File: config.mk
export PLATFORM = sky130hd
export DESIGN_NAME = tfrt_front
export DESIGN_NICKNAME = d
export VERILOG_FILES = /design/src/hdl/tfrt_pkg.sv /design/src/hdl/tfrt_front.sv
export SDC_FILE = /design/constraint.sdc
export NUM_CORES = 1
export LEC_CHECK = 0
export ABC_CLOCK_PERIOD_IN_PS = 18840
export BUFFER_PORTS_ARGS = -buffer_cell sky130_fd_sc_hd__buf_2
export CAP_MARGIN = 20
export CORE_UTILIZATION = 56
export DETAILED_ROUTE_END_ITERATION = 6
export GPL_TIMING_DRIVEN = 0
export PLACE_DENSITY_LB_ADDON = 0.05
export REMOVE_ABC_BUFFERS = 1
export SYNTH_ARGS = -nofsm -noshare
export SYNTH_HDL_FRONTEND = slang
export SYNTH_SLANG_ARGS = --single-unit
File: constraint.sdc
create_clock -name clk_i -period 18.84 [get_ports clk_i]
set_input_delay 1.884 -clock clk_i [delete_from_list [all_inputs] [get_ports clk_i]]
set_output_delay 1.884 -clock clk_i [all_outputs]
set_load 0.02 [all_outputs]
File: src/hdl/tfrt_pkg.sv
package tfrt_pkg;

  localparam int unsigned FlowEntriesDefault = 64;
  localparam int unsigned BufferBytes = 65536;

  localparam logic [7:0] TlsHandshake = 8'h16;
  localparam logic [2:0] TlsHdrLen = 3'd5;

  typedef enum logic [2:0] {
    ST_NEW      = 3'd0,
    ST_APPEND   = 3'd1,
    ST_SEQ_MISS = 3'd2,
    ST_FULL     = 3'd3,
    ST_OVERFLOW = 3'd4
  } status_e;

  // segment metadata as it travels from front to back
  typedef struct packed {
    logic [3:0]  ipver;
    logic [31:0] src_ip;
    logic [31:0] dst_ip;
    logic [15:0] sport;
    logic [15:0] dport;
    logic [31:0] seq_number;
    logic [15:0] seg_len;
    logic [7:0]  header_byte0;
    logic [7:0]  header_byte3;
    logic [7:0]  header_byte4;
  } seg_t;

  typedef struct packed {
    status_e     status;
    logic [15:0] flow_index;
    logic [16:0] write_offset;
    logic        complete;
    logic [16:0] expected_len;
  } res_t;

endpackage

File: src/hdl/tfrt_front.sv
// Input skid register: accepts a segment word and holds it for the table stage.
module tfrt_front (
  input  logic          clk_i,
  input  logic          rst_ni,
  input  logic          s_valid_i,
  output logic          s_ready_o,
  input  tfrt_pkg::seg_t s_seg_i,
  output logic          q_valid_o,
  input  logic          q_ready_i,
  output tfrt_pkg::seg_t q_seg_o
);

  logic [1:0]     cnt_q, cnt_d;
  tfrt_pkg::seg_t buf_q [2];
  logic           rd_q, rd_d, wr_q, wr_d;
  logic           push, pop;

  assign s_ready_o = (cnt_q != 2'd2);
  assign q_valid_o = (cnt_q != 2'd0);
  assign q_seg_o   = buf_q[rd_q];
  assign push      = s_valid_i && s_ready_o;
  assign pop       = q_valid_o && q_ready_i;

  always_comb begin
    cnt_d = cnt_q;
    rd_d  = rd_q;
    wr_d  = wr_q;
    if (push) begin
      wr_d = ~wr_q;
    end
    if (pop) begin
      rd_d = ~rd_q;
    end
    if (push && !pop) begin
      cnt_d = cnt_q + 2'd1;
    end else if (pop && !push) begin
      cnt_d = cnt_q - 2'd1;
    end
  end

  always_ff @(posedge clk_i or negedge rst_ni) begin
    if (!rst_ni) begin
      cnt_q <= 2'd0;
      rd_q  <= 1'b0;
      wr_q  <= 1'b0;
    end else begin
      cnt_q <= cnt_d;
      rd_q  <= rd_d;
      wr_q  <= wr_d;
    end
  end

  always_ff @(posedge clk_i) begin
    if (push) begin
      buf_q[wr_q] <= s_seg_i;
    end
  end

endmodule

==> flow_summary.yaml, run 1 <==
status:
  status: "finished, violations left"
  violations: "design-rule violations"
clock_tree:
  htreeDepth: 2
  ctsHoldBuffers: 0
  tritoncts: "done"
  cts_max_path_buffers: 3
  cts.repair.resized: 0
  cts_buffers: 37
  cts_num_sinks: 348
  clk_latency_ps: 500
  postCtsSetupRepairBufs: 0
  cts_root_buf: "clkbuf_16"
  clk_pin_slew_ps: 60
logic_synthesis:
  synthArstFlopShare_pct: 1.15
  synth_edf_count: 344
  syn_avg_cell_area_um2: 23.0
  synth_top_area_share_pct: 81.3
  ys_warn_count: 0
  synth_area_leaders: "edfxtp_1 (81%), mux2_2 (15%), clkbuf_8 (1.4%)"
  ys_top_cells_by_count: "edfxtp_1 (344), mux2_2 (172), clkbuf_8 (13)"
  synth_seq_area_share_pct: 82.1
  synth_seq_cells: 348
  synth_cell_type_count: 14
  postSynthCellCount: 553
  synth.most_common_cell: "edfxtp_1"
  yosysTopAreaCell: "edfxtp_1"
  synth_ff_type: "edfxtp_1"
  syn_area_mm2: 0.0127
sta:
  tightest_slew_ps: 841
  setup_ws_ps: 14210
  finClkSkew_ps: 8.99
  rsz0062_at_grt: "no"
  final_hold_viol_count: 0
  clock.fmax_mhz: 216
  finalSetupTns_ps: 0
  setup_viol: 0
  period_share_pct: 24.6
  relSlewSlack_pct: 43.9
  period_minus_slack_ps: 4630
  slew_violations: 0
worst_setup_path:
  start_kind: "flop"
  crit_fanout: 60
  crit_type: "flop to output pin"
  cp.arrival_ps: 2740
  worstPathRequired_ps: 16960
  worstSetupEndpointType: "output pin"
routing:
  dr.pass1.iters: 7
  drc: 21
  wl_um: 24500
  viasPerCell: 5.16
  avgRoutedWirePerCell_um: 19.7
  detail-route-antenna-nets: 0
  first_iter_violations: 411
  vias: 6412
grt:
  grt_pass1_wl_um: 36900
  antenna_found_initial: 10
  grt_pass1_vias: 6758
  overflow: 0
  grt_max_degree: 65
  grt_usage_pct: 20.9
placed_design:
  post-place-cells: 1173
  place_ws_ps: 14700
  port_buffers: 349
  gp_congestion: 0.745
  post_dp_cell_area_mm2: 0.0148
  dpl.hpwl_um: 16600
hold_path:
  holdCritPathClass: "flop to flop"
pwr:
  ir_drop_uv: 151
  p_leak_nw: 5.98
  pwr_density_cell_mw_per_mm2: 164
die:
  die_h_um: 153
  initial_utilization_pct: 57.7
  ios: 350
  core_mm2: 0.0220
  die_w_um: 153
  rows: 54
  die-area_mm2: 0.0233
layout:
  multi_input_area_mm2: 0.00204
  seq_area_mm2: 0.0104
  final_core_util_pct: 72.3
  syn2layout_area_growth_pct: 25.3
  drive_gt1_share_pct: 60.8
  finalNonFillerCells: 1243
  nNetsFinal: 1109
  final_area_mm2: 0.0159
  nFillCells: 1409
job:
  max_cap_viol_count: 0
## logic make-up (layout without fill, tap and decap cells)
family,count (synthesis),after routing,synth area share [%]
buf+inv,20,424,1.97
other cells,0,6,0
mux,172,172,15.2
flops,348,348,82.1
xor+xnor,5,5,0.345
fa+ha+maj,1,1,0.0984
simple gates,7,7,0.266
## critical path: stages (launching register included)
cell and delay (ps):
dfrtp_4 970, buf_16 360, buf_16 310, mux2_2 380, buf_2 170
## state kept, by name, indices dropped and copies added, names as in the netlist
register / count
wr_q: 1
rd_q: 1
buf_q: 344
cnt_q: 2
## stage by stage
step	hold WS (ps)	total power, mW
4_1_cts	538	2.65
6_report	534	2.62
3_3_place_gp	476	2.07
5_1_grt	549	2.73
2_1_floorplan	456	1.74
3_5_place_dp	523	1.99
## final timing paths
path | start | endpoint | slack, ps | depth (start not counted)
max | rd_q | q_seg_o[143] | 14210 | 4
min | cnt_q[1] | cnt_q[1] | 530 | 1
max reg2reg | cnt_q[0] | buf_q[0][160] | 16480 | 6
min reg2reg | cnt_q[1] | cnt_q[1] | 530 | 1
max in group asynchronous | rst_ni | rd_q | 17530 | 1
min in group asynchronous | rst_ni | cnt_q[1] | 1180 | 1
## cell type report
class                   instances  area share, %
flip-flops and latches        348           65.6
multi-input cells             185           12.8
repair buffers                359           12.5
clock buffers                  49           6.37
well taps                     280           2.20
clock inverters                15          0.480
diodes                          6         0.0943
inverters                       1         0.0236
## cells in the final DEF (no fill, tap or decap)
cell	n
nand2_1	2
or2_2	1
and3_4	1
inv_8	1
edfxtp_1	344
mux2_2	172
diode_2	6
clkinv_2	6
nor2_1	1
clkbuf_16	39
ha_1	1
dfrtp_4	1
xor2_1	2
inv_1	1
buf_12	5
nand2b_1	1
xnor2_1	3
clkinv_1	7
dfrtp_1	3
inv_6	1
buf_2	349
clkbuf_1	10
nor2_4	1
buf_16	5
## per-layer routing
layer | GRT usage, % | share of wire [%]
met1 | 22.3 | 34
met2 | 36.8 | 53
met3 | 8.39 | 10
met4 | 8.85 | 2.7
met5 | 0 | 0.16
## power breakdown
group | switching, mW | internal (mW)
sequential | 0.0627 | 1.06
combinational | 0.507 | 0.342
clock | 0.271 | 0.378
(Power assumes the default switching activity.)
==> run 2: changes to the inputs <==
--- a/config.mk
+++ b/config.mk
@@ -5,10 +5,11 @@
 export SDC_FILE = /design/constraint.sdc
 export NUM_CORES = 1
 export LEC_CHECK = 0
-export ABC_CLOCK_PERIOD_IN_PS = 18840
+export ABC_AREA = 1
+export ABC_CLOCK_PERIOD_IN_PS = 4200
 export BUFFER_PORTS_ARGS = -buffer_cell sky130_fd_sc_hd__buf_2
 export CAP_MARGIN = 20
-export CORE_UTILIZATION = 56
+export CORE_UTILIZATION = 47
 export DETAILED_ROUTE_END_ITERATION = 6
 export GPL_TIMING_DRIVEN = 0
 export PLACE_DENSITY_LB_ADDON = 0.05
==> constraint.sdc (replaced) <==
create_clock -name clk_i -period 4.2 [get_ports clk_i]
set_input_delay 0.42 -clock clk_i [delete_from_list [all_inputs] [get_ports clk_i]]
set_output_delay 0.42 -clock clk_i [all_outputs]
set_load 0.02 [all_outputs]
==> run 2 against run 1 <==
  * The run now ends clean
  * First-iteration DRC count up 9.0%
  * Non-clock buffer count is 7 higher
  * Synthesized cell count increased by 68%
  * Sequential power increased to 4.4 times the previous value
  * Via count increased by 22%
  * Setup slack lost 13000 ps
  * Core utilization is 12 points lower
  * Die area grew 21%
  * Critical endpoint is now q_seg_o[107]
==> flow_summary.yaml, run 2 <==
sta:
  slew_violations: 0
  period_minus_slack_ps: 3380
  rsz0062_at_grt: "no"
  hold_slack_ps: 105
  tightest_slew_ps: 666
  final_hold_viol_count: 0
  setup_ws_ps: 819
  period_share_pct: 80.5
  finClkSkew_ps: 12.7
  setup_viol: 0
  finalSetupTns_ps: 0
  clock.fmax_mhz: 296
  relSlewSlack_pct: 55.5
logic_synthesis:
  synth.most_common_cell: "nand2_1"
  yosysTopAreaCell: "edfxtp_1"
  syn_avg_cell_area_um2: 14.0
  synth_cell_type_count: 13
  synth_edf_count: 344
  synth_area_leaders: "edfxtp_1 (80%), nand2_1 (15%), buf_6 (2.4%)"
  postSynthCellCount: 927
  synth_seq_cells: 348
  synthArstFlopShare_pct: 1.15
  syn_area_mm2: 0.0129
  ys_top_cells_by_count: "nand2_1 (526), edfxtp_1 (344), buf_6 (28)"
  synth_ff_type: "edfxtp_1"
  synth_seq_area_share_pct: 80.5
  synth_top_area_share_pct: 79.8
  ys_warn_count: 0
clock_tree:
  cts_root_buf: "clkbuf_16"
  cts_num_sinks: 348
  clk_pin_slew_ps: 60
  cts_max_path_buffers: 3
  clk_latency_ps: 500
  cts_buffers: 37
  htreeDepth: 2
  tritoncts: "done"
layout:
  nNetsFinal: 1471
  drive_gt1_share_pct: 31.6
  finalNonFillerCells: 1666
  nFillCells: 2161
  final_area_mm2: 0.0162
  final_core_util_pct: 59.8
  final_cell_mix: "nand2_1 (526), buf_2 (349), edfxtp_1 (344)"
  mostFrequentLayoutCell: "nand2_1"
  seq_area_mm2: 0.0104
  largest_reg_flops: 344
  largestRegisters: "buf_q x344, cnt_q x2"
  multi_input_area_mm2: 0.00204
  syn2layout_area_growth_pct: 24.8
  top_register: "buf_q"
worst_setup_path:
  crit_fanout: 102
  worstSetupEndpointType: "output pin"
  crit_type: "flop to output pin"
  worstPathRequired_ps: 3780
  start_kind: "flop"
  cp.arrival_ps: 2960
pwr:
  p_leak_nw: 6.95
  pwr_density_cell_mw_per_mm2: 761
  ir_drop_uv: 537
  p_total_mw: 12.3
routing:
  vias: 7810
  first_iter_violations: 448
  dr.pass1.iters: 4
  avgRoutedWirePerCell_um: 16.3
  viasPerCell: 4.69
  drc: 0
  wl_um: 27100
  detail-route-antenna-nets: 0
job:
  max_cap_viol_count: 0
grt:
  grt_pass1_vias: 7370
  grt_pass1_wl_um: 39900
  antenna_found_initial: 11
  grt_usage_pct: 18.7
  overflow: 0
  grt_max_degree: 103
placed_design:
  dpl.hpwl_um: 17600
  place_ws_ps: 1360
  post-place-cells: 1595
  post_dp_cell_area_mm2: 0.0150
  port_buffers: 349
  gp_congestion: 0.698
die:
  ios: 350
  initial_utilization_pct: 47.9
  core_mm2: 0.0270
  die-area_mm2: 0.0282
  die_h_um: 168
  rows: 60
  die_w_um: 168
status:
  status: "finished clean"
hold_path:
  holdCritPathClass: "input pin to flop"
==> run 2: critical path, stage by stage (launching register included) <==
cell     delay, ps
dfrtp_4        690
buf_16         290
inv_6          510
buf_16         420
nand2_1         90
nand2_1        110
buf_2          170
==> run 2: cells by family (layout without fill, tap and decap cells) <==
kind of cell  Yosys count  in the layout  share of synthesized area (%)
xor+xnor                2              2                          0.135
fa+ha+maj               1              1                         0.0966
buf+inv                45            436                           3.80
flops                 348            348                           80.5
other cells             0              7                              0
simple gates          531            531                           15.4
==> run 2: repair_timing <==
| action | in CTS | in global routing |
|---|---|---|
| hold buffers | 1 | 0 |
| resized for setup | 0 | 0 |
| hold endpoints to repair | 4 | 0 |
| buffers inserted | 0 | 0 |
==> run 2: per-layer routing <==
metal  GRT usage, %  wire length, um  up-vias
met3           7.29             2400       53
met4           6.34              647        6
met2           32.6            13900      246
met1           21.0            10100     3629
li1               -                -     3876
met5              0               36        -
==> run 2: final timing paths <==
kind                              from           end  slack, ps  depth (start not counted)
setup / recovery                  rd_q  q_seg_o[107]        820                          6
hold / removal             s_seg_i[16]  buf_q[1][16]        100                          1
setup reg to reg                  rd_q          rd_q       1810                          5
hold reg to reg               cnt_q[0]      cnt_q[0]        500                          1
max in group asynchronous       rst_ni          rd_q       3790                          2
min in group asynchronous       rst_ni      cnt_q[1]        270                          2
==> run 2: layout make-up <==
cell class | count | area share, %
multi-input combinational | 534 | 12.6
inverter | 7 | 0.194
clock buffer | 43 | 5.87
sequential | 348 | 64.6
tap | 341 | 2.64
antenna | 7 | 0.108
timing repair buffer | 366 | 13.1
clock inverter | 20 | 0.867
==> run 2: power by group <==
| group | switching, mW | internal [mW] | total, mW |
|---|---|---|---|
| logic | 3.10 | 1.29 | 4.39 |
| clock network | 1.22 | 1.73 | 2.95 |
| registers | 0.227 | 4.73 | 4.96 |
| total | 4.54 | 7.75 | 12.3 |
==> run 3: changes to the inputs <==
--- a/config.mk
+++ b/config.mk
@@ -6,10 +6,10 @@
 export NUM_CORES = 1
 export LEC_CHECK = 0
 export ABC_AREA = 1
-export ABC_CLOCK_PERIOD_IN_PS = 4200
+export ABC_CLOCK_PERIOD_IN_PS = 3500
 export BUFFER_PORTS_ARGS = -buffer_cell sky130_fd_sc_hd__buf_2
 export CAP_MARGIN = 20
-export CORE_UTILIZATION = 47
+export CORE_UTILIZATION = 52
 export DETAILED_ROUTE_END_ITERATION = 6
 export GPL_TIMING_DRIVEN = 0
 export PLACE_DENSITY_LB_ADDON = 0.05
==> constraint.sdc (replaced) <==
create_clock -name clk_i -period 3.5 [get_ports clk_i]
set_input_delay 0.35 -clock clk_i [delete_from_list [all_inputs] [get_ports clk_i]]
set_output_delay 0.35 -clock clk_i [all_outputs]
set_load 0.02 [all_outputs]
==> run 3 against run 2 <==
  * Non-clock buffer count did not move
  * Power rose by 20%
  * Sequential share of layout area barely moved
  * Count of clock-buffer cells in the layout rose by 1
  * Critical path depth did not move
  * Cell area barely moved
  * Sequential cell count did not move
  * Die area fell by 9.5%
  * Critical path type unchanged
  * Largest power group unchanged
  * Hold slack got worse by 78 ps
  * Via count rose by 0.63%
  * Clock skew fell by 6.3 ps
==> flow_summary.yaml, run 3 (synthesized netlist as in run 2, its figures left out) <==
status:
  status: "finished clean"
pwr:
  p_clk_share_pct: 23.9
  switchingPower_mw: 5.44
  combinationalPowerShare_pct: 35.8
  p_total_mw: 14.8
  sw_frac_of_total_pct: 36.8
  p_leak_nw: 6.96
  seqPwrFrac_pct: 40.3
  pwr_density_cell_mw_per_mm2: 913
  intPower_mw: 9.33
  ir_drop_uv: 534
sta:
  slew_violations: 0
  finalSetupTns_ps: 0
  setup_viol: 0
  relSlewSlack_pct: 37.3
  setup_ws_ps: 252
  tightest_slew_ps: 938
  finClkSkew_ps: 6.43
  clock.fmax_mhz: 308
  period_share_pct: 92.8
  final_hold_viol_count: 0
  rsz0062_at_grt: "no"
  period_minus_slack_ps: 3250
worst_setup_path:
  cp.arrival_ps: 2900
  critPathBufInv: 4
  start_kind: "flop"
  cpPeakStageDelay_ps: 690
  crit_fanout: 88
  path_cells: "buf_16 > inv_6 > buf_16 > nand2_1 > nand2_1 > buf_2"
  cpMaxStageDelayCell: "dfrtp_4"
  cp_top_family: "buffers and inverters"
  crit_type: "flop to output pin"
  worstPathRequired_ps: 3150
  worstSetupEndpointType: "output pin"
clock_tree:
  clk_pin_slew_ps: 60
  cts_root_buf: "clkbuf_16"
  clk_latency_ps: 510
  postCtsSetupRepairBufs: 0
  cts_max_path_buffers: 3
  cts_buffers: 37
  cts_num_sinks: 348
  htreeDepth: 2
  tritoncts: "done"
layout:
  syn2layout_area_growth_pct: 24.8
  nNetsFinal: 1471
  largestRegisters: "buf_q x344, cnt_q x2"
  mostFrequentLayoutCell: "nand2_1"
  drive_gt1_share_pct: 31.2
  top_register: "buf_q"
  finalNonFillerCells: 1650
  final_cell_mix: "nand2_1 (526), buf_2 (349), edfxtp_1 (344)"
  final_area_mm2: 0.0162
  largest_reg_flops: 344
die:
  initial_utilization_pct: 53.1
  die_h_um: 160
  die-area_mm2: 0.0255
  ios: 350
  rows: 57
  core_mm2: 0.0244
  die_w_um: 160
routing:
  detail-route-antenna-nets: 0
  dr.pass1.iters: 5
  drc: 0
  first_iter_violations: 552
  wl_um: 27000
  vias: 7859
  avgRoutedWirePerCell_um: 16.3
  viasPerCell: 4.76
placed_design:
  place_ws_ps: 716
  gp_congestion: 0.721
  dpl.hpwl_um: 17400
  post_dp_cell_area_mm2: 0.0151
  port_buffers: 349
  post-place-cells: 1578
grt:
  grt_usage_pct: 21.1
  overflow: 0
  grt_pass1_wl_um: 40900
  grt-busiest-layer: "met2"
  grt_max_degree: 89
  grtUsageMet2_pct: 35.2
  grt_pass1_vias: 7662
  grt_util_met3_pct: 7.32
  antenna_found_initial: 9
  grt_use_met1_pct: 24.8
hold_path:
  holdCritPathClass: "input pin to flop"
job:
  max_cap_viol_count: 0
-- run 3: changes by cell type in the layout (fill, tap and decap cells not counted) --
cell | before | now
buf_12 | 10 | 6
buf_16 | 6 | 10
clkinv_1 | 10 | 14
clkinv_2 | 7 | 3
clkbuf_1 | 6 | 7
clkinvlp_4 | 1 | 0
diode_2 | 7 | 8
-- run 3: final timing paths --
| kind | endpoint | from | depth (start not counted) | slack, ps |
|---|---|---|---|---|
| setup / recovery | q_seg_o[38] | rd_q | 6 | 250 |
| hold / removal | buf_q[0][81] | s_seg_i[81] | 1 | 30 |
| setup reg to reg | buf_q[0][91] | cnt_q[0] | 6 | 1170 |
| hold reg to reg | cnt_q[0] | cnt_q[0] | 1 | 510 |
| max in group asynchronous | rd_q | rst_ni | 2 | 3180 |
| min in group asynchronous | rd_q | rst_ni | 2 | 180 |
-- run 3: power groups by stage --
stage	Sequential [mW]	Combinational [mW]	Clock, mW
floorplan	6.23	3.00	0
global placement	5.92	3.46	0
detailed placement	6.05	5.37	0
CTS	5.97	5.38	3.59
global route	6.05	5.77	3.75
finish	5.96	5.29	3.52
-- run 3: what timing repair did --
action | CTS | global route
endpoints found under the hold margin | 4 | 0
resized for setup | 0 | 0
hold buffers | 1 | 0
-- run 3: final cells by class --
type                       instances  area (um^2)
antenna                            8         20.0
tap                              324          405
clock inverter                    19          128
inverter                           7         31.3
fill                            1827         8230
sequential                       348        10400
multi-input combinational        534         2040
clock buffer                      44          952
timing repair buffer             366         2150
-- run 3: layer usage --
metal	share of wire [%]	up-vias
met5	0.14	-
met4	3.6	6
met3	8.6	66
met2	50	277
met1	38	3627
li1	-	3883
-- run 3: per-stage QoR --
step / util (%) / hold WS [ps]
after floorplan: - / 54.4
after global placement: 60.0 / 164
after detailed placement: 61.7 / 162
after CTS: 66.2 / 10.0
after global routing: 66.2 / 4.70
final: 66.3 / 26.2
